===== config.mk =====
export PLATFORM = sky130hd
export DESIGN_NAME = iblt_front
export DESIGN_NICKNAME = d
export VERILOG_FILES = /design/src/rtl/core/invertible_bloom_table_update_lookup_macros.svh /design/src/rtl/core/iblt_pkg.sv /design/src/rtl/core/iblt_hash.sv /design/src/rtl/core/iblt_front.sv
export SDC_FILE = /design/constraint.sdc
export NUM_CORES = 2
export LEC_CHECK = 0
export ABC_AREA = 1
export BUFFER_PORTS_ARGS = -buffer_cell sky130_fd_sc_hd__buf_2
export CORE_MARGIN = 2
export CORE_UTILIZATION = 40
export CTS_CLUSTER_DIAMETER = 150
export DETAILED_ROUTE_END_ITERATION = 16
export MAX_ROUTING_LAYER = met4
export PLACE_DENSITY_LB_ADDON = 0.12
export SLEW_MARGIN = 20
export SYNTH_ARGS = -nofsm -noshare
export SYNTH_HDL_FRONTEND = slang
export SYNTH_HIERARCHICAL = 1
export SYNTH_SLANG_ARGS = --single-unit

===== constraint.sdc =====
create_clock -name i_clk -period 10.35 [get_ports i_clk]
set_input_delay 1.5525 -clock i_clk [delete_from_list [all_inputs] [get_ports i_clk]]
set_output_delay 1.5525 -clock i_clk [all_outputs]
set_load 0.05 [all_outputs]

===== src/rtl/core/invertible_bloom_table_update_lookup_macros.svh =====
// Assertion macros for the lookup table block
`ifndef INVERTIBLE_BLOOM_TABLE_UPDATE_LOOKUP_MACROS_SVH
`define INVERTIBLE_BLOOM_TABLE_UPDATE_LOOKUP_MACROS_SVH

// ante implies cons in the same cycle
`define IBLT_ASSERT_SAME(lbl, ante, cons) \
    lbl: assert property (@(posedge i_clk) disable iff (!i_rst_n) (ante) |-> (cons)) \
        else $error("iblt check failed");

// ante implies cons in the next cycle
`define IBLT_ASSERT_NEXT(lbl, ante, cons) \
    lbl: assert property (@(posedge i_clk) disable iff (!i_rst_n) (ante) |=> (cons)) \
        else $error("iblt check failed");

`endif


===== src/rtl/core/iblt_pkg.sv =====
// Shared types and constants of the lookup table block
package iblt_pkg;

    localparam int TABLE_CELLS_DEF = 1024;
    localparam int VALUE_BITS_DEF  = 64;
    localparam int MAX_HASHES_DEF  = 8;
    localparam int QUEUE_DEPTH     = 4;

    localparam logic [3:0]  HC_RESET   = 4'd3;
    localparam logic [10:0] BPH_RESET  = 11'd256;
    localparam logic [3:0]  CHECK_SEED = 4'd11;

    localparam logic        REG_HASH_COUNT = 1'b0;
    localparam logic        REG_BUCKETS    = 1'b1;

    localparam logic [1:0]  OP_INSERT = 2'd0;

    localparam logic [2:0]  ST_UPDATED = 3'd0;
    localparam logic [2:0]  ST_FOUND   = 3'd1;
    localparam logic [2:0]  ST_ABSENT  = 3'd2;
    localparam logic [2:0]  ST_UNKNOWN = 3'd3;
    localparam logic [2:0]  ST_BADCFG  = 3'd4;

    localparam logic [31:0] MM_C1 = 32'hcc9e2d51;
    localparam logic [31:0] MM_C2 = 32'h1b873593;
    localparam logic [31:0] MM_C3 = 32'h85ebca6b;
    localparam logic [31:0] MM_C4 = 32'hc2b2ae35;
    localparam logic [31:0] MM_M5 = 32'd5;
    localparam logic [31:0] MM_E  = 32'he6546b64;
    localparam logic [31:0] MM_LEN = 32'd8;

    typedef struct packed {
        logic        bad;
        logic        lookup;
        logic        insert;
        logic        last;
        logic [63:0] key;
        logic [31:0] check;
    } t_entry;

endpackage


===== src/rtl/core/iblt_hash.sv =====
// Eight-step MurmurHash3 x86_32 unit for one 64-bit key
module iblt_hash (
    input  logic        i_clk,
    input  logic        i_rst_n,
    input  logic        i_start,
    input  logic [3:0]  i_seed,
    input  logic [63:0] i_key,
    output logic        o_done,
    output logic [31:0] o_hash
);
    logic        r_busy, r_done;
    logic [2:0]  r_step;
    logic [63:0] r_key;
    logic [31:0] r_h, r_k;
    logic [31:0] a, b, prod, t, n_h, n_k;

    function automatic logic [31:0] t_rot(input logic [31:0] x);
        return {x[18:0], x[31:19]};
    endfunction

    function automatic logic [31:0] MM_LEN_x();
        return iblt_pkg::MM_LEN;
    endfunction

    always_comb begin
        t   = r_h ^ MM_LEN_x();
        a   = '0;
        b   = '0;
        n_h = r_h;
        n_k = r_k;
        case (r_step)
            3'd0: begin a = r_key[31:0]; b = iblt_pkg::MM_C1; end
            3'd1: begin a = {r_k[16:0], r_k[31:17]}; b = iblt_pkg::MM_C2; end
            3'd2: begin a = {t_rot(r_h ^ r_k)}; b = iblt_pkg::MM_M5; end
            3'd3: begin a = r_key[63:32]; b = iblt_pkg::MM_C1; end
            3'd4: begin a = {r_k[16:0], r_k[31:17]}; b = iblt_pkg::MM_C2; end
            3'd5: begin a = {t_rot(r_h ^ r_k)}; b = iblt_pkg::MM_M5; end
            3'd6: begin a = t ^ (t >> 16); b = iblt_pkg::MM_C3; end
            default: begin a = r_h ^ (r_h >> 13); b = iblt_pkg::MM_C4; end
        endcase
        prod = a * b;
        case (r_step)
            3'd0, 3'd1, 3'd3, 3'd4: n_k = prod;
            3'd2, 3'd5: n_h = prod + iblt_pkg::MM_E;
            default: n_h = prod;
        endcase
    end

    always_ff @(posedge i_clk) begin
        if (!i_rst_n) begin
            r_busy <= 1'b0;
            r_done <= 1'b0;
            r_step <= '0;
        end else begin
            r_done <= 1'b0;
            if (i_start) begin
                r_busy <= 1'b1;
                r_step <= '0;
            end else if (r_busy) begin
                r_step <= r_step + 3'd1;
                if (r_step == 3'd7) begin
                    r_busy <= 1'b0;
                    r_done <= 1'b1;
                end
            end
        end
    end

    always_ff @(posedge i_clk) begin
        if (i_start) begin
            r_key <= i_key;
            r_h   <= 32'(i_seed);
            r_k   <= '0;
        end else if (r_busy) begin
            r_h <= n_h;
            r_k <= n_k;
        end
    end

    assign o_done = r_done;
    assign o_hash = r_h ^ (r_h >> 16);
endmodule


===== src/rtl/core/iblt_front.sv =====
// Front: accept items, check configuration, compute cell indexes
module iblt_front #(
    parameter int TABLE_CELLS = iblt_pkg::TABLE_CELLS_DEF,
    parameter int VALUE_BITS  = iblt_pkg::VALUE_BITS_DEF,
    parameter int MAX_HASHES  = iblt_pkg::MAX_HASHES_DEF
) (
    input  logic                           i_clk,
    input  logic                           i_rst_n,
    input  logic                           i_accept,
    input  logic [1:0]                     i_opcode,
    input  logic [63:0]                    i_key,
    input  logic [VALUE_BITS-1:0]          i_value,
    input  logic [3:0]                     i_hash_count,
    input  logic [10:0]                    i_buckets,
    input  logic                           i_full,
    output logic                           o_push,
    output iblt_pkg::t_entry               o_entry,
    output logic [$clog2(TABLE_CELLS)-1:0] o_cell,
    output logic [VALUE_BITS-1:0]          o_value,
    output logic                           o_idle
);
    localparam int CW = $clog2(TABLE_CELLS);
    localparam int IW = (CW + 1 > 12) ? CW + 1 : 12;

    typedef enum logic [4:0] {
        F_IDLE  = 5'b00001,
        F_START = 5'b00010,
        F_HASH  = 5'b00100,
        F_MOD   = 5'b01000,
        F_PUSH  = 5'b10000
    } t_fstate;

    t_fstate               r_state;
    logic                  r_bad, r_lookup, r_insert, r_chk_phase;
    logic [63:0]           r_key;
    logic [VALUE_BITS-1:0] r_val;
    logic [31:0]           r_chk, r_div;
    logic [10:0]           r_rem;
    logic [4:0]            r_bit;
    logic [3:0]            r_region;
    logic [CW:0]           r_base;
    logic                  h_start, h_done, bad, last;
    logic [31:0]           h_val;
    logic [14:0]           cells;
    logic [11:0]           div_t;
    logic [IW-1:0]         idx;

    assign cells = 15'(i_hash_count) * 15'(i_buckets);
    assign bad   = (i_hash_count < 4'd2) || (32'(i_hash_count) > 32'(MAX_HASHES)) ||
                   (i_buckets == '0) || (32'(cells) > 32'(TABLE_CELLS));
    assign div_t = {r_rem, r_div[31]};
    assign last  = r_bad || (r_region == (i_hash_count - 4'd1));
    assign idx   = IW'(r_base) + IW'(r_rem);
    assign h_start = (r_state == F_START);

    iblt_hash u_hash (
        .i_clk   (i_clk),
        .i_rst_n (i_rst_n),
        .i_start (h_start),
        .i_seed  (r_chk_phase ? iblt_pkg::CHECK_SEED : r_region),
        .i_key   (r_key),
        .o_done  (h_done),
        .o_hash  (h_val)
    );

    always_ff @(posedge i_clk) begin
        if (!i_rst_n) begin
            r_state <= F_IDLE;
        end else begin
            unique case (r_state)
                F_IDLE:  if (i_accept) r_state <= bad ? F_PUSH : F_START;
                F_START: r_state <= F_HASH;
                F_HASH:  if (h_done) r_state <= r_chk_phase ? F_START : F_MOD;
                F_MOD:   if (r_bit == 5'd31) r_state <= F_PUSH;
                F_PUSH:  if (!i_full) r_state <= last ? F_IDLE : F_START;
                default: r_state <= F_IDLE;
            endcase
        end
    end

    always_ff @(posedge i_clk) begin
        unique case (r_state)
            F_IDLE: begin
                r_bad       <= bad;
                r_lookup    <= i_opcode[1];
                r_insert    <= (i_opcode == iblt_pkg::OP_INSERT);
                r_key       <= i_key;
                r_val       <= i_value;
                r_chk_phase <= 1'b1;
                r_region    <= '0;
                r_base      <= '0;
                r_rem       <= '0;
            end
            F_HASH: begin
                if (h_done) begin
                    if (r_chk_phase) begin
                        r_chk       <= h_val;
                        r_chk_phase <= 1'b0;
                    end else begin
                        r_div <= h_val;
                        r_rem <= '0;
                        r_bit <= '0;
                    end
                end
            end
            F_MOD: begin
                r_rem <= (div_t >= {1'b0, i_buckets}) ? 11'(div_t - {1'b0, i_buckets})
                                                       : div_t[10:0];
                r_div <= {r_div[30:0], 1'b0};
                r_bit <= r_bit + 5'd1;
            end
            F_PUSH: begin
                if (!i_full && !last) begin
                    r_region <= r_region + 4'd1;
                    r_base   <= r_base + (CW+1)'(i_buckets);
                end
            end
            default: begin
            end
        endcase
    end

    assign o_push         = (r_state == F_PUSH) && !i_full;
    assign o_entry.bad    = r_bad;
    assign o_entry.lookup = r_lookup;
    assign o_entry.insert = r_insert;
    assign o_entry.last   = last;
    assign o_entry.key    = r_key;
    assign o_entry.check  = r_chk;
    assign o_cell         = r_bad ? '0 : idx[CW-1:0];
    assign o_value        = r_val;
    assign o_idle         = (r_state == F_IDLE);
endmodule


After elaboration in Yosys (flattened, before gate mapping)
Cells that the tools add are included.

Register bits: 365. Output and inout port bits: 176. Logic and storage cells: 129.

Add/subtract/negate cells: 8. Multiply operators: 2. $lt $le $gt $ge: 4. Eq/ne operators: 21. Muxes and demuxes: 35. Bitwise operators: 8. Reduce and logical (&&, ||, !) cells: 31.

Operators with widths (number): 32-bit one-hot mux with 5 select lines (1); 32-bit one-hot mux with 2 select lines (2); 32-bit one-hot mux with 4 select lines (1); 32-bit two-way mux (2); 32-bit by 16-bit bitwise XOR with 32-bit output (2); 11-bit two-way mux (4); 5-bit two-way mux (7); 11-bit one-hot mux with 3 select lines (1); 32-bit adder, second input constant (1); 32-bit by 32-bit multiplier with 32-bit output (1); 32-bit by 19-bit bitwise XOR with 32-bit output (1); 32-bit bitwise XOR (1); 5-bit one-hot mux with 5 select lines (1); 11-bit one-hot mux with 2 select lines (1); 4-bit two-way mux (5); 15-bit by 11-bit > comparator with 1-bit output, second input constant (1); 4-bit by 11-bit multiplier with 15-bit output (1); 3-bit == test, second input constant (4); 12-bit by 11-bit >= comparator with 1-bit output (1); 2-bit != test, second input constant (6); 11-bit adder (1); 11-bit zero test (1); 11-bit subtractor (1); 10-bit adder (1); 35 further kinds (61).

Depth between registers and ports, before layout
Depth after elaboration: 8. Mapped depth: 50. Gate-level depth less buffers: 48.

By module
Netlist, hierarchy kept.

Modules (own cells, without submodules): iblt_hash (instances 1, cells an instance 2962, area an instance 23085.9 µm², seq. area each 3343.2 µm²); iblt_front (instances 1, cells an instance 968, area an instance 10905.5 µm², seq. area each 6886.6 µm²).

Worst setup path before layout
OpenSTA, ideal clock, no wires.

Path kind: flip-flop to flip-flop. Start: register r_state[2]. End: register r_base[0] (enable). Arrival: 10.281 ns. Data required time: 9.942 ns. Slack: -0.339 ns. Stages on the path, launching flop included: 6. Cell sequence: dfxtp_1 -> nor2_1 -> inv_1 -> nor4_2 -> inv_1 -> o31ai_1.

Word-level cells in the longest chain between the ends: 3. Elaborated cells between the ends (all ways): 5. Those cells by class: eq/ne (3); reduce/logical (2).

RTL lines: start, declared (line iblt_front.sv:33) `t_fstate r_state;`; start signal, assigned (line iblt_front.sv:71) `F_IDLE: if (i_accept) r_state <= bad ? F_PUSH : F_START;`; start signal, assigned (line iblt_front.sv:73) `F_HASH: if (h_done) r_state <= r_chk_phase ? F_START : F_MOD;`; start signal, assigned (line iblt_front.sv:75) `F_PUSH: if (!i_full) r_state <= last ? F_IDLE : F_START;`; 5-bit by 1-bit == test with 1-bit output; net o_idle (line iblt_front.sv:20) `output logic o_idle`; 2-bit nonzero test (no source line); 2-bit AND reduction (no source line); end signal, assigned (line iblt_front.sv:115) `r_base <= r_base + (CW+1)'(i_buckets);`; end, declared (line iblt_front.sv:41) `logic [CW:0] r_base;`.

The timed path passes the listed nets, and every way through them passes these cells. A chain may end at the register's enable or synchronous reset.

Final worst setup path
Start: register u_hash.r_step[0]. End: register u_hash.r_h[31].

Word-level cells in the longest chain between the ends: 6. Elaborated cells between the ends (all ways): 18. Those cells by class: add/sub (1); mul (1); eq/ne (6); mux (3); bitwise (1); reduce/logical (6).

RTL lines: start, declared (line iblt_hash.sv:12) `logic [2:0] r_step;`; start signal, assigned (line iblt_hash.sv:60) `r_step <= r_step + 3'd1;`; 3-bit by 2-bit == test with 1-bit output (tied with other cells) (line iblt_hash.sv:31, iblt_hash.sv:42); 2-bit OR reduction (no source line); 32-bit one-hot mux with 5 select lines / 32-bit one-hot mux with 4 select lines (equally long branches) (line iblt_hash.sv:31) `case (r_step)`; 32-bit by 32-bit multiplier with 32-bit output (line iblt_hash.sv:41) `prod = a * b;`; 32-bit adder (line iblt_hash.sv:44) `3'd2, 3'd5: n_h = prod + iblt_pkg::MM_E;`; 32-bit one-hot mux with 2 select lines (line iblt_hash.sv:42) `case (r_step)`; end signal, assigned (line iblt_hash.sv:72) `r_h <= 32'(i_seed);`; end signal, assigned (line iblt_hash.sv:75) `r_h <= n_h;`; end, declared (line iblt_hash.sv:14) `logic [31:0] r_h, r_k;`.

Several ways; a longest one is shown, not always the timed one.

==> impl_results.rst <==
.. list-table::
   :header-rows: 1

   * - Metric
     - Value
   * - Run status
     - finished, final reports clean
   * - Cell at the slowest stage of the critical path
     - fa_1
   * - Launching element type of the critical path
     - flop
   * - Final hold vios
     - 0
   * - Cell chosen for the clock root
     - clkbuf_16
   * - GRT overflow
     - 0
   * - Cell repeated most along the worst path
     - inv_1
   * - Count of cells along the worst register-to-register path
     - 41
   * - Max_cap viols
     - 0
   * - Post-Syn Area
     - 34000 µm²
   * - Total vias in the final route
     - 27400
   * - Number of global-route vias before repair
     - 27500
   * - Starting Density
     - 0.405
   * - Detail-routed net length per standard cell
     - 22.2 µm
   * - Post-synth ARST share
     - 0
   * - Placer's final routability congestion estimate
     - 1.03
   * - Total Nets Final
     - 5021
   * - Period utilisation layout
     - 0.947
   * - Crit path max fanout
     - 25
   * - Fraction of post-synthesis cell area in the top cell type by area
     - 0.260
   * - Beginning of the worst hold path
     - r_key[1]
   * - Largest net degree at the start of global routing
     - 73
   * - Clock transition at path regs
     - approximately 70 ps
   * - Setup Viol. Count Final
     - 0
   * - Required time of the critical path
     - 10810 ps
   * - Height of the die
     - 296 µm
   * - TritonCTS Buffers
     - 39
   * - CTS Hold Buffers Added
     - 0
   * - Final period demand of the worst path
     - 9810 ps
   * - Antenna Nets Post-Route
     - 0
   * - Area enclosed by the die boundary
     - 87300 µm²
   * - Number of top-level pins
     - between 300 and 400
   * - Critical setup path kind
     - reg2reg
   * - Drc violations
     - 0
   * - Growth of design area from synthesis to finish
     - 13.2%
   * - Hold Crit Depth
     - 0
   * - Total clock sinks
     - 364
   * - Post-Syn Area per Cell
     - 8.65 µm²
   * - Number of flops mapped to enable cells by yosys
     - 294
   * - Count of unique library cells instantiated by Yosys
     - between 50 and 60
   * - Clock Latency Late Sink
     - 590 ps
   * - Endpoint of the worst hold-timing path
     - u_hash/r_key[1]
   * - Total of warnings raised by yosys
     - 6
   * - Setup clock skew after layout
     - 35.9 ps
   * - Max Clock Freq
     - slightly above 100 MHz
   * - Via density per instance
     - roughly 5.0
   * - Post-detailed-placement half-perimeter wirelength
     - just over 100000 µm
   * - Count of buffers from port buffering
     - 324
   * - Level count of the clock H-tree
     - 2
   * - Share of final-layout standard cells stronger than drive strength 1
     - 0.127
   * - Starting DRC count in detailed routing
     - approximately 2500
   * - Total count of max-transition violations in the final report
     - 0
   * - Standard cell core area
     - 84000 µm²
   * - Buffer depth of the longest clock path
     - 3
   * - Total length of routed wires
     - 121000 µm
   * - CP endpoint kind
     - flop
   * - Most numerous cell types in the synthesized netlist
     - 890 x nand2_1, 888 x inv_1, 412 x fa_1
   * - Drt pass-1 iters
     - 5
   * - Mapped Nets
     - ~4700
   * - All-layer global routing usage
     - 0.291
   * - Top_reg_cell synth
     - edfxtp_1
   * - Setup repair after global routing missed its margin
     - false
   * - Leading cell type by number of instances after synthesis
     - nand2_1
   * - Die boundary width
     - approximately 300 µm
   * - Class of the most critical hold timing path
     - reg2reg
   * - Sequential-to-total area share from yosys stat
     - 0.301
   * - Global-route wire length before repair
     - 180000 µm
   * - Std cell rows
     - 106
   * - Slew Limit Headroom
     - 0.341
   * - Terminus of the critical flop-to-flop path
     - u_hash/r_h[31]
   * - Cell count after synthesis
     - 3930
   * - Cell taking the most area after synthesis
     - edfxtp_1
   * - Worst r2r src
     - u_hash/r_step[0]
   * - CP arrival
     - 10260 ps
   * - Minimum setup slack among reg-to-reg paths
     - 540 ps
   * - Delay of the slowest critical-path stage
     - 550 ps
   * - Worst-Margin Slew
     - roughly 990 ps
   * - TritonCTS clock tree
     - yes
   * - Number of antenna violations at the first check in global routing
     - 6
   * - Final sum of negative setup slack
     - 0 ps
   * - Leading post-synthesis cells by cell area
     - edfxtp_1 26%, fa_1 24%, nand2_1 9.8%
   * - Post-synthesis sequential element count
     - roughly 360
## layout make-up
type                    count  area [µm²]
fillers                  8395       45500
multi-input cells        2559       19900
flip-flops and latches    364       10200
inverters                 905        3400
repair buffers            392        2130
well taps                1134        1420
clock buffers              43         991
clock inverters            29         414
diodes                      6        15.0
## routing by layer
layer | track usage | up-vias | share of wire
met5 | - | - | 0
met2 | 0.436 | 1103 | 0.44
li1 | - | 12800 | -
met1 | 0.401 | 13300 | 0.44
met3 | 0.0438 | 231 | 0.074
met4 | 0.103 | 0 | 0.042
## worst max-delay path: cells and delay by family, from the launching register on
kind	cells	cell delay, ps
fa+ha+maj	10	4700
compound gates	1	280
flops	1	450
buf+inv	11	1170
simple gates	18	2690
xor+xnor	1	340
## worst max path at each step
stage                                 to  depth (start not counted)  slack [ps]             start
after floorplan           u_hash/r_h[28]                         42        1790  u_hash/r_step[2]
after global placement    u_hash/r_h[30]                         40         540  u_hash/r_step[0]
after detailed placement  u_hash/r_h[30]                         40         500  u_hash/r_step[0]
after CTS                 u_hash/r_h[30]                         40         410  u_hash/r_step[0]
after global routing      u_hash/r_h[31]                         43           2  u_hash/r_step[0]
final                     u_hash/r_h[31]                         41         540  u_hash/r_step[0]
## sequential cells by signal, indices dropped and copies added, names as in the netlist
signal / count
u_hash/r_step: 3
r_region: 4
u_hash/r_key: 64
r_bad: 1
r_base: 10
r_insert: 1
r_bit: 5
u_hash/o_done: 1
r_chk: 32
o_value: 64
u_hash/r_h: 32
r_chk_phase: 1
u_hash/r_busy: 1
r_rem: 11
r_lookup: 1
r_key: 64
r_div: 32
u_hash/r_k: 32
r_state: 5
## cells by family (layout without fill, tap and decap cells)
| logic type | count (synthesis) | after routing | synth area share |
|---|---|---|---|
| xor+xnor | 93 | 93 | 0.0240 |
| other cells | 0 | 6 | 0 |
| fa+ha+maj | 611 | 611 | 0.316 |
| compound gates | 354 | 354 | 0.0588 |
| simple gates | 1501 | 1501 | 0.184 |
| buf+inv | 1007 | 1369 | 0.116 |
| flops | 364 | 364 | 0.301 |
## placed cells by master, fill, tap and decap left out, drive strengths merged, types with 5 or more instances in the layout
cell type,count
nand2,910
inv,905
fa,412
buf,392
nor2,300
edfxtp,294
nand3,206
ha,199
a21oi,159
o21ai,126
dfxtp,70
xor2,56
clkbuf,43
xnor2,37
nand4,27
nand3b,17
clkinv,17
o21bai,15
and2,13
o211ai,13
nor3,13
o22ai,12
bufinv,8
or2,8
diode,6
a21o,6
nor4,5
## repair_timing
action	CTS	global route
endpoints found under the setup margin	0	5
buffers inserted	0	0
resized for setup	0	9
## metrics by stage
stage                     setup slack [ps]  cells  hold WS, ps  instance area [µm²]   util
after detailed placement               501   5354          427                37000  0.441
final                                  544   5432          441                38500  0.458
after floorplan                       1790   3930          459                34000      -
after global placement                 536   5354          426                37000  0.441
after global routing                  2.46   5431          462                38500  0.458
after CTS                              409   5426          442                38400  0.458
Power is left out: the tool's default activity adds up to more than one toggle a clock period on the data nets, which glitch-free logic cannot reach.
