[src/rtl/core/invertible_bloom_table_update_lookup_macros.svh]
// Assertion macros for the lookup table block
`ifndef INVERTIBLE_BLOOM_TABLE_UPDATE_LOOKUP_MACROS_SVH
`define INVERTIBLE_BLOOM_TABLE_UPDATE_LOOKUP_MACROS_SVH

// ante implies cons in the same cycle
`define IBLT_ASSERT_SAME(lbl, ante, cons) \
    lbl: assert property (@(posedge i_clk) disable iff (!i_rst_n) (ante) |-> (cons)) \
        else $error("iblt check failed");

// ante implies cons in the next cycle
`define IBLT_ASSERT_NEXT(lbl, ante, cons) \
    lbl: assert property (@(posedge i_clk) disable iff (!i_rst_n) (ante) |=> (cons)) \
        else $error("iblt check failed");

`endif

[src/rtl/core/iblt_pkg.sv]
// Shared types and constants of the lookup table block
package iblt_pkg;

    localparam int TABLE_CELLS_DEF = 1024;
    localparam int VALUE_BITS_DEF  = 64;
    localparam int MAX_HASHES_DEF  = 8;
    localparam int QUEUE_DEPTH     = 4;

    localparam logic [3:0]  HC_RESET   = 4'd3;
    localparam logic [10:0] BPH_RESET  = 11'd256;
    localparam logic [3:0]  CHECK_SEED = 4'd11;

    localparam logic        REG_HASH_COUNT = 1'b0;
    localparam logic        REG_BUCKETS    = 1'b1;

    localparam logic [1:0]  OP_INSERT = 2'd0;

    localparam logic [2:0]  ST_UPDATED = 3'd0;
    localparam logic [2:0]  ST_FOUND   = 3'd1;
    localparam logic [2:0]  ST_ABSENT  = 3'd2;
    localparam logic [2:0]  ST_UNKNOWN = 3'd3;
    localparam logic [2:0]  ST_BADCFG  = 3'd4;

    localparam logic [31:0] MM_C1 = 32'hcc9e2d51;
    localparam logic [31:0] MM_C2 = 32'h1b873593;
    localparam logic [31:0] MM_C3 = 32'h85ebca6b;
    localparam logic [31:0] MM_C4 = 32'hc2b2ae35;
    localparam logic [31:0] MM_M5 = 32'd5;
    localparam logic [31:0] MM_E  = 32'he6546b64;
    localparam logic [31:0] MM_LEN = 32'd8;

    typedef struct packed {
        logic        bad;
        logic        lookup;
        logic        insert;
        logic        last;
        logic [63:0] key;
        logic [31:0] check;
    } t_entry;

endpackage

[src/rtl/core/iblt_queue.sv]
// Short flip-flop queue between front and back
module iblt_queue #(
    parameter int WIDTH = 8
) (
    input  logic             i_clk,
    input  logic             i_rst_n,
    input  logic             i_push,
    input  logic [WIDTH-1:0] i_data,
    input  logic             i_pop,
    output logic [WIDTH-1:0] o_data,
    output logic             o_empty,
    output logic             o_full
);
    localparam int QAW = $clog2(iblt_pkg::QUEUE_DEPTH);

    logic [WIDTH-1:0] r_mem [iblt_pkg::QUEUE_DEPTH];
    logic [QAW-1:0]   r_wr, r_rd;
    logic [QAW:0]     r_cnt;

    always_ff @(posedge i_clk) begin
        if (!i_rst_n) begin
            r_wr  <= '0;
            r_rd  <= '0;
            r_cnt <= '0;
        end else begin
            if (i_push) begin
                r_wr <= r_wr + QAW'(1);
            end
            if (i_pop) begin
                r_rd <= r_rd + QAW'(1);
            end
            r_cnt <= r_cnt + (QAW+1)'(i_push) - (QAW+1)'(i_pop);
        end
    end

    always_ff @(posedge i_clk) begin
        if (i_push) begin
            r_mem[r_wr] <= i_data;
        end
    end

    assign o_data  = r_mem[r_rd];
    assign o_empty = (r_cnt == '0);
    assign o_full  = (r_cnt == (QAW+1)'(iblt_pkg::QUEUE_DEPTH));
endmodule

[config.mk]
export PLATFORM = sky130hd
export DESIGN_NAME = iblt_queue
export DESIGN_NICKNAME = d
export VERILOG_FILES = /design/src/rtl/core/invertible_bloom_table_update_lookup_macros.svh /design/src/rtl/core/iblt_pkg.sv /design/src/rtl/core/iblt_queue.sv
export SDC_FILE = /design/constraint.sdc
export NUM_CORES = 1
export LEC_CHECK = 0
export BUFFER_PORTS_ARGS = -buffer_cell sky130_fd_sc_hd__buf_2
export CAP_MARGIN = 20
export CORE_AREA = 3 3 61 63
export DETAILED_ROUTE_END_ITERATION = 8
export DIE_AREA = 0 0 64 66
export GPL_ROUTABILITY_DRIVEN = 0
export GPL_TIMING_DRIVEN = 0
export MAX_ROUTING_LAYER = met4
export PLACE_DENSITY = 0.69
export SYNTH_ARGS = -nofsm -noshare
export SYNTH_HDL_FRONTEND = slang
export SYNTH_SLANG_ARGS = --single-unit
export TNS_END_PERCENT = 1
[constraint.sdc]
create_clock -name i_clk -period 1.4 [get_ports i_clk]
set_input_delay 0.28 -clock i_clk [delete_from_list [all_inputs] [get_ports i_clk]]
set_output_delay 0.28 -clock i_clk [all_outputs]
set_load 0.01 [all_outputs]
# After elaboration in Yosys (flattened, before gate mapping)
# Memories as Yosys holds them, arrays and structs flattened. A register that Yosys moved wholly into a read port is not among the register bits.
# Cells that the tools add are included.
# op_classes
n_eq_ne	1
mux	4
addsub	4
reduce_logical	1
# op_table
cell	count
2-bit by 1-bit adder with 2-bit output (second input constant)	2
2-bit 2-to-1 mux	2
3-bit by 1-bit adder with 3-bit output	1
3-bit == test (second input constant)	1
3-bit zero test	1
3-bit by 1-bit subtractor with 3-bit output	1
1-bit 2-to-1 mux	2
# totals
out_inout_bits	10
reg_bits	7
mem_bits_rw	32
n_memories	1
# mem_list
memory	words	word_bits	rd	rd_clocked_by_memory_dff	wr	line	rtl
r_mem	4	8	1	1	1	iblt_queue.sv:16	logic [WIDTH-1:0] r_mem [iblt_pkg::QUEUE_DEPTH];

# Longest topological paths before layout
# Gate-level depths: netlist (run 1).
# logic_depth
word_depth	3
depth_mapped	7
depth_no_buf	7

# Worst setup path before layout (run 1)
# OpenSTA, ideal clock, no wires.
# synth_path
path_kind	register to register
from	register r_cnt[0]
to	register r_cnt[2]
arrival_time_ps	1392
path_stages_with_launch	8
n_path_buf	0
synth_period_minus_slack_ps	1509
path_slack_ps	-109
cell_sequence	dfxtp_1 -> inv_1 -> ha_1 -> inv_1 -> ha_1 -> fa_1 -> xor3_1 -> nor2_1
# synth_between
elab_chain_len	2
# synth_lines
element	line	rtl
start, declared	iblt_queue.sv:18	logic [QAW:0] r_cnt;
start signal, assigned	iblt_queue.sv:32	r_cnt <= r_cnt + (QAW+1)'(i_push) - (QAW+1)'(i_pop);
3-bit by 1-bit adder with 3-bit output	iblt_queue.sv:32	
3-bit by 1-bit subtractor with 3-bit output	iblt_queue.sv:32	
# No other way between the ends.
# A chain may end at the register's enable or synchronous reset.

==> results.cfg, run 1 <==
[status]
status = complete, but fails checks
failed_checks = negative setup slack

[power]
sw_frac_of_total_pct = 23.0
p_leak_nw = 0.701
power_frac_seq_pct = 53.9
combinationalPowerShare_pct = 16.2
pwr-share-clk_pct = 29.9
power_density_nw_per_um2 = 1400
vdd_ir_drop_max_v = 0.000999
power_switching_mw = 0.617
internal_power_mw = 2.06

[clock_network]
clk_latency_ns = 0.34
cts_sinks = 41
cts_hold_buf = 0
tritoncts = built
post_cts_buffers = 0
cts_buffers = 5
htree_levels = 2
clkTransAtPathRegs_ns = 0.12
cts-root-buf = clkbuf_4
cts_buffer_depth = 2

[detailed_routing]
routedWlPerCell_um = 16.0
drc = 0
drt_pre_antenna_iters = 4
dr_total_vias = 779
antenna_left = 0
routed_wirelength_um = 2570
detail_route.iter0.violations = 25
via_per_inst = 4.87

[worst_setup_path]
endpoint_kind = primary output
cp-start-kind = flip-flop
crit_required_ns = 1.12
crit_path_max_fanout = 8
crit_type = flip-flop to primary output
r2r_setup_slack_ns = -0.10
worstPathArrival_ns = 1.51
r2r_start = r_cnt[0]

[synthesis]
ys_ff_latch = 41
syn-num-nets = 104
ys_seq_area_share_pct = 71.3
synth_area_um2 = 1600
synth_warnings = 0
synth_cell_types = 18
syn_inst = 85
syn_avg_cell_area_um2 = 18.8

[global_routing]
grt_use_total_pct = 15.1
grt_pass1_vias = 868
grt_first_pass_wirelength_um = 4360
antenna_found_initial = 0
grt_max_degree = 14
gr-total-overflow = 0

[finish]
syn_to_final_growth_pct = 19.8
stdcell_count = 160
final_cell_area_um2 = 1920
diodes = 0
drive_gt1_share_pct = 45.6
nets = 132

[placement]
io_buffer_count = 21
dpl.cell_count = 152
dpl.hpwl_um = 1720
placed_area_um2 = 1790

[timing]
tns_ns = -3.16
fmax_mhz = 560
finalCritPeriodShare_pct = 128
setup_viol = 10
finalClockSkew_ns = 0.00743
holdWs_ns = 0.146
worst_slack_ns = -0.386
tightest_slew_ns = 0.440
slew_viol_final = 0
hold_viol = 0
period_needed_ns = 1.79
grt_setup_unrepaired = yes
max_slew_margin_pct = 70.7

[flow_run]
maxCapViolations = 0

[floorplan]
die_w_um = 64
die_h_um = 66
die-area_um2 = 4220
row_count = 21
io_pins = 22
initial_core_util_pct = 48.7
core_um2 = 3280

[min_path]
hold_path.class = input port to flip-flop
min_from = i_data[0]
[cells in the final DEF, fill, tap and decap left out, types with 2 or more instances in the layout]
cell type / instances
edfxtp_1: 32
buf_2: 18
mux4_2: 8
dfxtp_1: 6
nor2_1: 5
clkbuf_4: 5
inv_1: 4
ha_1: 4
inv_2: 3
and2_1: 3
and2_2: 3
buf_6: 3
xnor2_1: 2
ha_4: 2
dfxtp_2: 2
[synthesized netlist by cell type]
library cell  instances  area, um^2
edfxtp_1             32         961
buf_6                 1        11.3
and2_1                6        37.5
mux2i_1               1        10.0
xor3_1                1        23.8
inv_1                 7        26.3
fa_1                  1        20.0
and3_1                1        6.26
nor2_1                5        18.8
ha_1                  6        75.1
nand3b_1              1        7.51
dfxtp_1               9         180
a21oi_1               1        5.00
xnor2_1               2        17.5
a21bo_2               1        10.0
clkbuf_2              1        5.00
mux4_2                8         180
nor3_1                1        5.00
[path summary, 6_finish.rpt]
check,depth (start not counted),end
max,3,o_data[4]
min,1,r_mem[0][0]
max reg2reg,7,r_cnt[2]
min reg2reg,2,flip-flop
[sequential cells by signal, summed over array words and instances (netlist names), named ones only]
signal / flops
r_wr: 2
r_mem: 32
r_cnt: 3
r_rd: 2
[worst max-delay path, stage by stage, from the launching register on]
cell and delay [ns]:
dfxtp_2 0.36, buf_12 0.14, mux4_2 0.52, buf_6 0.14
[metal layers]
metal,track usage [%],share of wire [%],vias to the layer above
met5,-,0,-
met4,7.28,2.1,0
met3,4.25,4.6,5
met2,24.5,50,17
met1,17.2,43,386
li1,-,-,371
[cell families (layout without fill, tap and decap cells)]
kind of cell | after synthesis | count (layout) | synth area share (%)
xor gates and xnor gates | 3 | 3 | 2.58
AOI/OAI and AO/OA | 2 | 2 | 0.938
DFF | 41 | 41 | 71.3
buffers and inverters | 9 | 38 | 2.66
adders and majority gates | 7 | 7 | 5.94
and+or+nand+nor | 14 | 14 | 4.69
muxes | 9 | 9 | 11.9
[power by group through the flow]
stage | Clock, mW | Sequential, mW | Combinational, mW
floorplan | 0 | 1.45 | 0.281
global placement | 0 | 1.46 | 0.389
detailed placement | 0 | 1.47 | 0.418
CTS | 0.821 | 1.44 | 0.433
global route | 0.873 | 1.45 | 0.485
finish | 0.803 | 1.45 | 0.433
[cell type report]
| type | count | area (um^2) |
|---|---|---|
| inverter | 7 | 26.3 |
| fill | 252 | 1370 |
| sequential | 41 | 1150 |
| clock inverter | 2 | 37.5 |
| timing repair buffer | 21 | 124 |
| buffer | 2 | 25.0 |
| multi-input combinational | 35 | 448 |
| tap | 46 | 57.6 |
| clock buffer | 6 | 51.3 |
[per-stage QoR]
step	utilization [%]	power, mW	setup slack, ns
after floorplan	-	1.74	-0.0528
final	58.4	2.68	-0.386
after global placement	54.6	1.85	-0.153
after global routing	58.4	2.81	-0.458
after detailed placement	54.6	1.88	-0.200
after CTS	57.8	2.70	-0.422
[what timing repair did]
item,in CTS,in global routing
pin swaps,2,0
setup endpoints to repair,11,33
resized for setup,6,6
Note: power is estimated with default switching activity, not from simulation.
==> inputs of run 2 (changes only) <==
--- a/config.mk
+++ b/config.mk
@@ -6,7 +6,6 @@
 export NUM_CORES = 1
 export LEC_CHECK = 0
 export BUFFER_PORTS_ARGS = -buffer_cell sky130_fd_sc_hd__buf_2
-export CAP_MARGIN = 20
 export CORE_AREA = 3 3 61 63
 export DETAILED_ROUTE_END_ITERATION = 8
 export DIE_AREA = 0 0 64 66
@@ -14,6 +13,7 @@
 export GPL_TIMING_DRIVEN = 0
 export MAX_ROUTING_LAYER = met4
 export PLACE_DENSITY = 0.69
+export REMOVE_ABC_BUFFERS = 1
 export SYNTH_ARGS = -nofsm -noshare
 export SYNTH_HDL_FRONTEND = slang
 export SYNTH_SLANG_ARGS = --single-unit
==> results.cfg, run 2 (synthesis gave the netlist of run 1 again) <==
[finish]
mostFrequentLayoutCells = edfxtp_1 (32), buf_2 (17), mux4_2 (8)
largest-register = r_mem
largest_register_ffs = 32
fill_cells = 261
final_common_cell = edfxtp_1
reg_top3 = r_mem (32), r_cnt (3)
diodes = 0
syn_to_final_growth_pct = 17.7
nets = 130
drive_gt1_share_pct = 45.5

[floorplan]
die-area_um2 = 4220
die_h_um = 66
row_count = 21
initial_core_util_pct = 48.7
core_um2 = 3280
io_pins = 22
die_w_um = 64

[power]
power_density_nw_per_um2 = 1350
combinationalPowerShare_pct = 16.2
internal_power_mw = 1.94
vdd_ir_drop_max_v = 0.000782
p_leak_nw = 0.688
pwr-share-clk_pct = 26.3
sw_frac_of_total_pct = 23.6
power_switching_mw = 0.598
power_frac_seq_pct = 57.5

[timing]
worst_slack_ns = -0.384
tightest_slew_ns = 0.410
setup_viol = 10
tns_ns = -3.11
finalCritPeriodShare_pct = 127
period_needed_ns = 1.78
hold_viol = 0
slew_viol_final = 0
grt_setup_unrepaired = yes
holdWs_ns = 0.142
max_slew_margin_pct = 72.7
finalClockSkew_ns = 0.00827
fmax_mhz = 561

[detailed_routing]
drc = 0
routedWlPerCell_um = 15.7
detail_route.iter0.violations = 38
via_per_inst = 4.87
routed_wirelength_um = 2480
drt_pre_antenna_iters = 4
antenna_left = 0
dr_total_vias = 770

[worst_setup_path]
endpoint_kind = primary output
cp-start-kind = flip-flop
crit_type = flip-flop to primary output
worstPathArrival_ns = 1.50
crit_required_ns = 1.12
crit_path_max_fanout = 8

[clock_network]
cts_buffers = 5
tritoncts = built
post_cts_buffers = 0
cts_sinks = 41
clkTransAtPathRegs_ns = 0.12
cts-root-buf = clkbuf_4
htree_levels = 2
clk_latency_ns = 0.34
cts_hold_buf = 0
cts_buffer_depth = 2

[placement]
io_buffer_count = 21
dpl.hpwl_um = 1670

[status]
failed_checks = negative setup slack
status = complete, but fails checks

[min_path]
hold_path.class = input port to flip-flop

[global_routing]
grt_pass1_vias = 863
grt_use_total_pct = 14.2
antenna_found_initial = 0
grt_max_degree = 14
gr-total-overflow = 0
grt_first_pass_wirelength_um = 4120

[flow_run]
maxCapViolations = 0
-- run 2: changes by cell type in the layout (fill, tap and decap cells not counted) --
cell        delta
clkinvlp_4     -1
buf_6          +1
and2_2         +1
clkinv_2       +1
bufinv_16      -1
clkbuf_1       +1
buf_12         -1
clkbuf_8       -1
clkbuf_16      +1
buf_2          -1
clkbuf_2       -1
and2_4         +1
and2_1         -2
-- run 2: repair_timing --
action	CTS	global route
gates resized for setup	12	8
setup endpoints to repair	11	43
pin swaps	2	0
-- run 2: final timing paths --
check,slack [ns],cells after the start,endpoint,start
setup reg to reg,-0.12,6,r_cnt[1],r_cnt[0]
hold / removal,0.14,1,r_mem[3][7],i_data[7]
setup / recovery,-0.38,2,o_data[2],flip-flop
hold reg to reg,0.56,2,r_wr[1],r_wr[1]
-- run 2: routing by layer --
metal	GRT usage [%]	wire length (um)
met4	4.85	15
met3	6.29	149
met5	-	0
met1	14.7	954
met2	24.3	1360
-- run 2: final cells by class --
class	instances	area, um^2	share of cell area, %
Sequential cell	41	1150	60.9
Multi-Input combinational cell	35	452	24.0
Timing Repair Buffer	21	130	6.91
Clock buffer	7	66.3	3.52
Tap cell	46	57.6	3.05
Inverter	7	26.3	1.39
Clock inverter	1	5.00	0.266
-- run 2: power by group through the flow --
stage	Clock [mW]	Sequential (mW)	Combinational, mW
3_3_place_gp	0	1.48	0.340
4_1_cts	0.686	1.46	0.393
5_1_grt	0.741	1.47	0.450
6_report	0.668	1.46	0.410
3_5_place_dp	0	1.48	0.361
2_1_floorplan	0	1.47	0.243
-- run 2: per-stage QoR --
stage	total power, mW	area (um^2)	setup WS, ns	std cells	util, %
2_1_floorplan	1.71	1580	-0.109	83	-
3_3_place_gp	1.82	1750	-0.303	150	53.2
3_5_place_dp	1.84	1750	-0.298	150	53.2
4_1_cts	2.54	1860	-0.401	158	56.8
5_1_grt	2.66	1880	-0.465	158	57.4
6_report	2.54	1880	-0.384	158	57.4
-- run 2: critical path, cell delays in order, from the launching register on --
cell and delay (ns):
dfxtp_4 0.47, mux4_2 0.55, buf_6 0.14
==> inputs of run 3 (changes only) <==
--- a/config.mk
+++ b/config.mk
@@ -5,8 +5,10 @@
 export SDC_FILE = /design/constraint.sdc
 export NUM_CORES = 1
 export LEC_CHECK = 0
+export ABC_CLOCK_PERIOD_IN_PS = 1400
 export BUFFER_PORTS_ARGS = -buffer_cell sky130_fd_sc_hd__buf_2
 export CORE_AREA = 3 3 61 63
+export CTS_BUF_LIST = sky130_fd_sc_hd__clkbuf_16
 export DETAILED_ROUTE_END_ITERATION = 8
 export DIE_AREA = 0 0 64 66
 export GPL_ROUTABILITY_DRIVEN = 0
==> results.cfg, run 3 (synthesis gave the netlist of run 1 again) <==
[power]
combinationalPowerShare_pct = 13.3
pwr-share-clk_pct = 38.7
vdd_ir_drop_max_v = 0.00110
p_leak_nw = 0.729
finalPower_mw = 3.04
power_switching_mw = 0.657
sw_frac_of_total_pct = 21.6
power_density_nw_per_um2 = 1550
internal_power_mw = 2.39
power_frac_seq_pct = 48.0

[detailed_routing]
routedWlPerCell_um = 15.9
via_per_inst = 4.97
dr_total_vias = 786
routed_wirelength_um = 2510
antenna_left = 0
detail_route.iter0.violations = 59
drc = 0
drt_pre_antenna_iters = 4

[finish]
drive_gt1_share_pct = 42.9
final_util_pct = 59.9
largest_register_ffs = 32
largest-register = r_mem
diodes = 0
reg_top3 = r_mem (32), r_cnt (3)
mostFrequentLayoutCells = edfxtp_1 (32), buf_2 (17), mux4_2 (8)
final_common_cell = edfxtp_1
nets = 130
final_cell_area_um2 = 1970
syn_to_final_growth_pct = 23.0

[min_path]
min_to = r_mem[3][7]
hold_depth = 1
min_from = i_data[7]
hold_path.class = input port to flip-flop

[timing]
max_slew_margin_pct = 73.0
holdWs_ns = 0.216
finalClockSkew_ns = 0.00449
fmax_mhz = 591
grt_setup_unrepaired = yes
finalCritPeriodShare_pct = 121
hold_viol = 0
slew_viol_final = 0
setup_viol = 10
tightest_slew_ns = 0.404
worst_slack_ns = -0.293
tns_ns = -2.40
period_needed_ns = 1.69

[worst_setup_path]
endpoint_kind = primary output
rr_worst_depth = 7
crit_required_ns = 1.12
critPathMaxStageDelay_ns = 0.55
worstPathArrival_ns = 1.41
r2r_setup_slack_ns = -0.11
cp-start-kind = flip-flop
slowest_stage = mux4_2
crit_path_max_fanout = 8
cp_cell_sequence = mux4_2 -> buf_6
crit_type = flip-flop to primary output
rr_endpoint = r_cnt[2]
r2r_start = r_cnt[0]

[clock_network]
cts_buffer_depth = 2
cts-root-buf = clkbuf_16
cts_sinks = 41
clk_latency_ns = 0.28
cts_buffers = 5
tritoncts = built
clkTransAtPathRegs_ns = 0.06
cts_hold_buf = 0
post_cts_buffers = 0
htree_levels = 2

[status]
failed_checks = negative setup slack
status = complete, but fails checks

[floorplan]
die-area_um2 = 4220
die_w_um = 64
initial_core_util_pct = 48.7
row_count = 21
io_pins = 22
core_um2 = 3280
die_h_um = 66

[flow_run]
maxCapViolations = 0

[placement]
dpl.hpwl_um = 1670
io_buffer_count = 21
placed_area_um2 = 1750

[global_routing]
grt_use_total_pct = 13.9
gr-total-overflow = 0
antenna_found_initial = 0
grt_pass1_vias = 874
grt_first_pass_wirelength_um = 4110
grt_max_degree = 14
[run 3: cell types whose count changed in the layout (fill, tap and decap cells not counted), sizes merged]
cell,delta
clkbuf,-1
inv,+1
[run 3: power groups by stage]
stage	logic (mW)	clock network (mW)	registers, mW
floorplan	0.243	0	1.47
global placement	0.340	0	1.48
detailed placement	0.361	0	1.48
CTS	0.393	1.20	1.46
global route	0.441	1.24	1.47
finish	0.405	1.18	1.46
[run 3: per-stage QoR]
| stage | std cells | setup slack, ns |
|---|---|---|
| 6_report | 158 | -0.293 |
| 5_1_grt | 158 | -0.337 |
| 3_3_place_gp | 150 | -0.303 |
| 4_1_cts | 158 | -0.306 |
| 2_1_floorplan | 83 | -0.109 |
| 3_5_place_dp | 150 | -0.298 |
[run 3: area by class of cell]
| cell class | count | area [um^2] |
|---|---|---|
| clock buffer | 6 | 150 |
| clock inverter | 2 | 8.76 |
| fill | 253 | 1320 |
| inverter | 7 | 26.3 |
| multi-input combinational | 35 | 449 |
| sequential | 41 | 1150 |
| tap | 46 | 57.6 |
| timing repair buffer | 21 | 130 |
[run 3: how the worst max path moves through the flow]
stage,start,end,slack (ns)
2_1_floorplan,r_cnt[0],r_cnt[2],-0.11
3_3_place_gp,flip-flop,o_data[4],-0.30
3_5_place_dp,flip-flop,o_data[2],-0.30
4_1_cts,flip-flop,o_data[2],-0.31
5_1_grt,flip-flop,o_data[4],-0.34
6_report,flip-flop,o_data[2],-0.29
[run 3: what timing repair did]
item / CTS / global route
resized for setup: 11 / 6
endpoints found under the setup margin: 10 / 33
pin swaps: 2 / 0
[run 3: critical path: cells and delay by family (launching register included)]
kind | cells | cell delay, ns
mux | 1 | 0.55
flops | 1 | 0.45
buf+inv | 1 | 0.14
[run 3: per-layer routing]
metal / GRT usage (%) / up-vias / wire length [um]
met5: - / - / 0
met4: 5.66 / 0 / 42
met3: 4.25 / 6 / 116
met2: 24.5 / 19 / 1370
met1: 14.6 / 394 / 982
li1: - / 367 / -
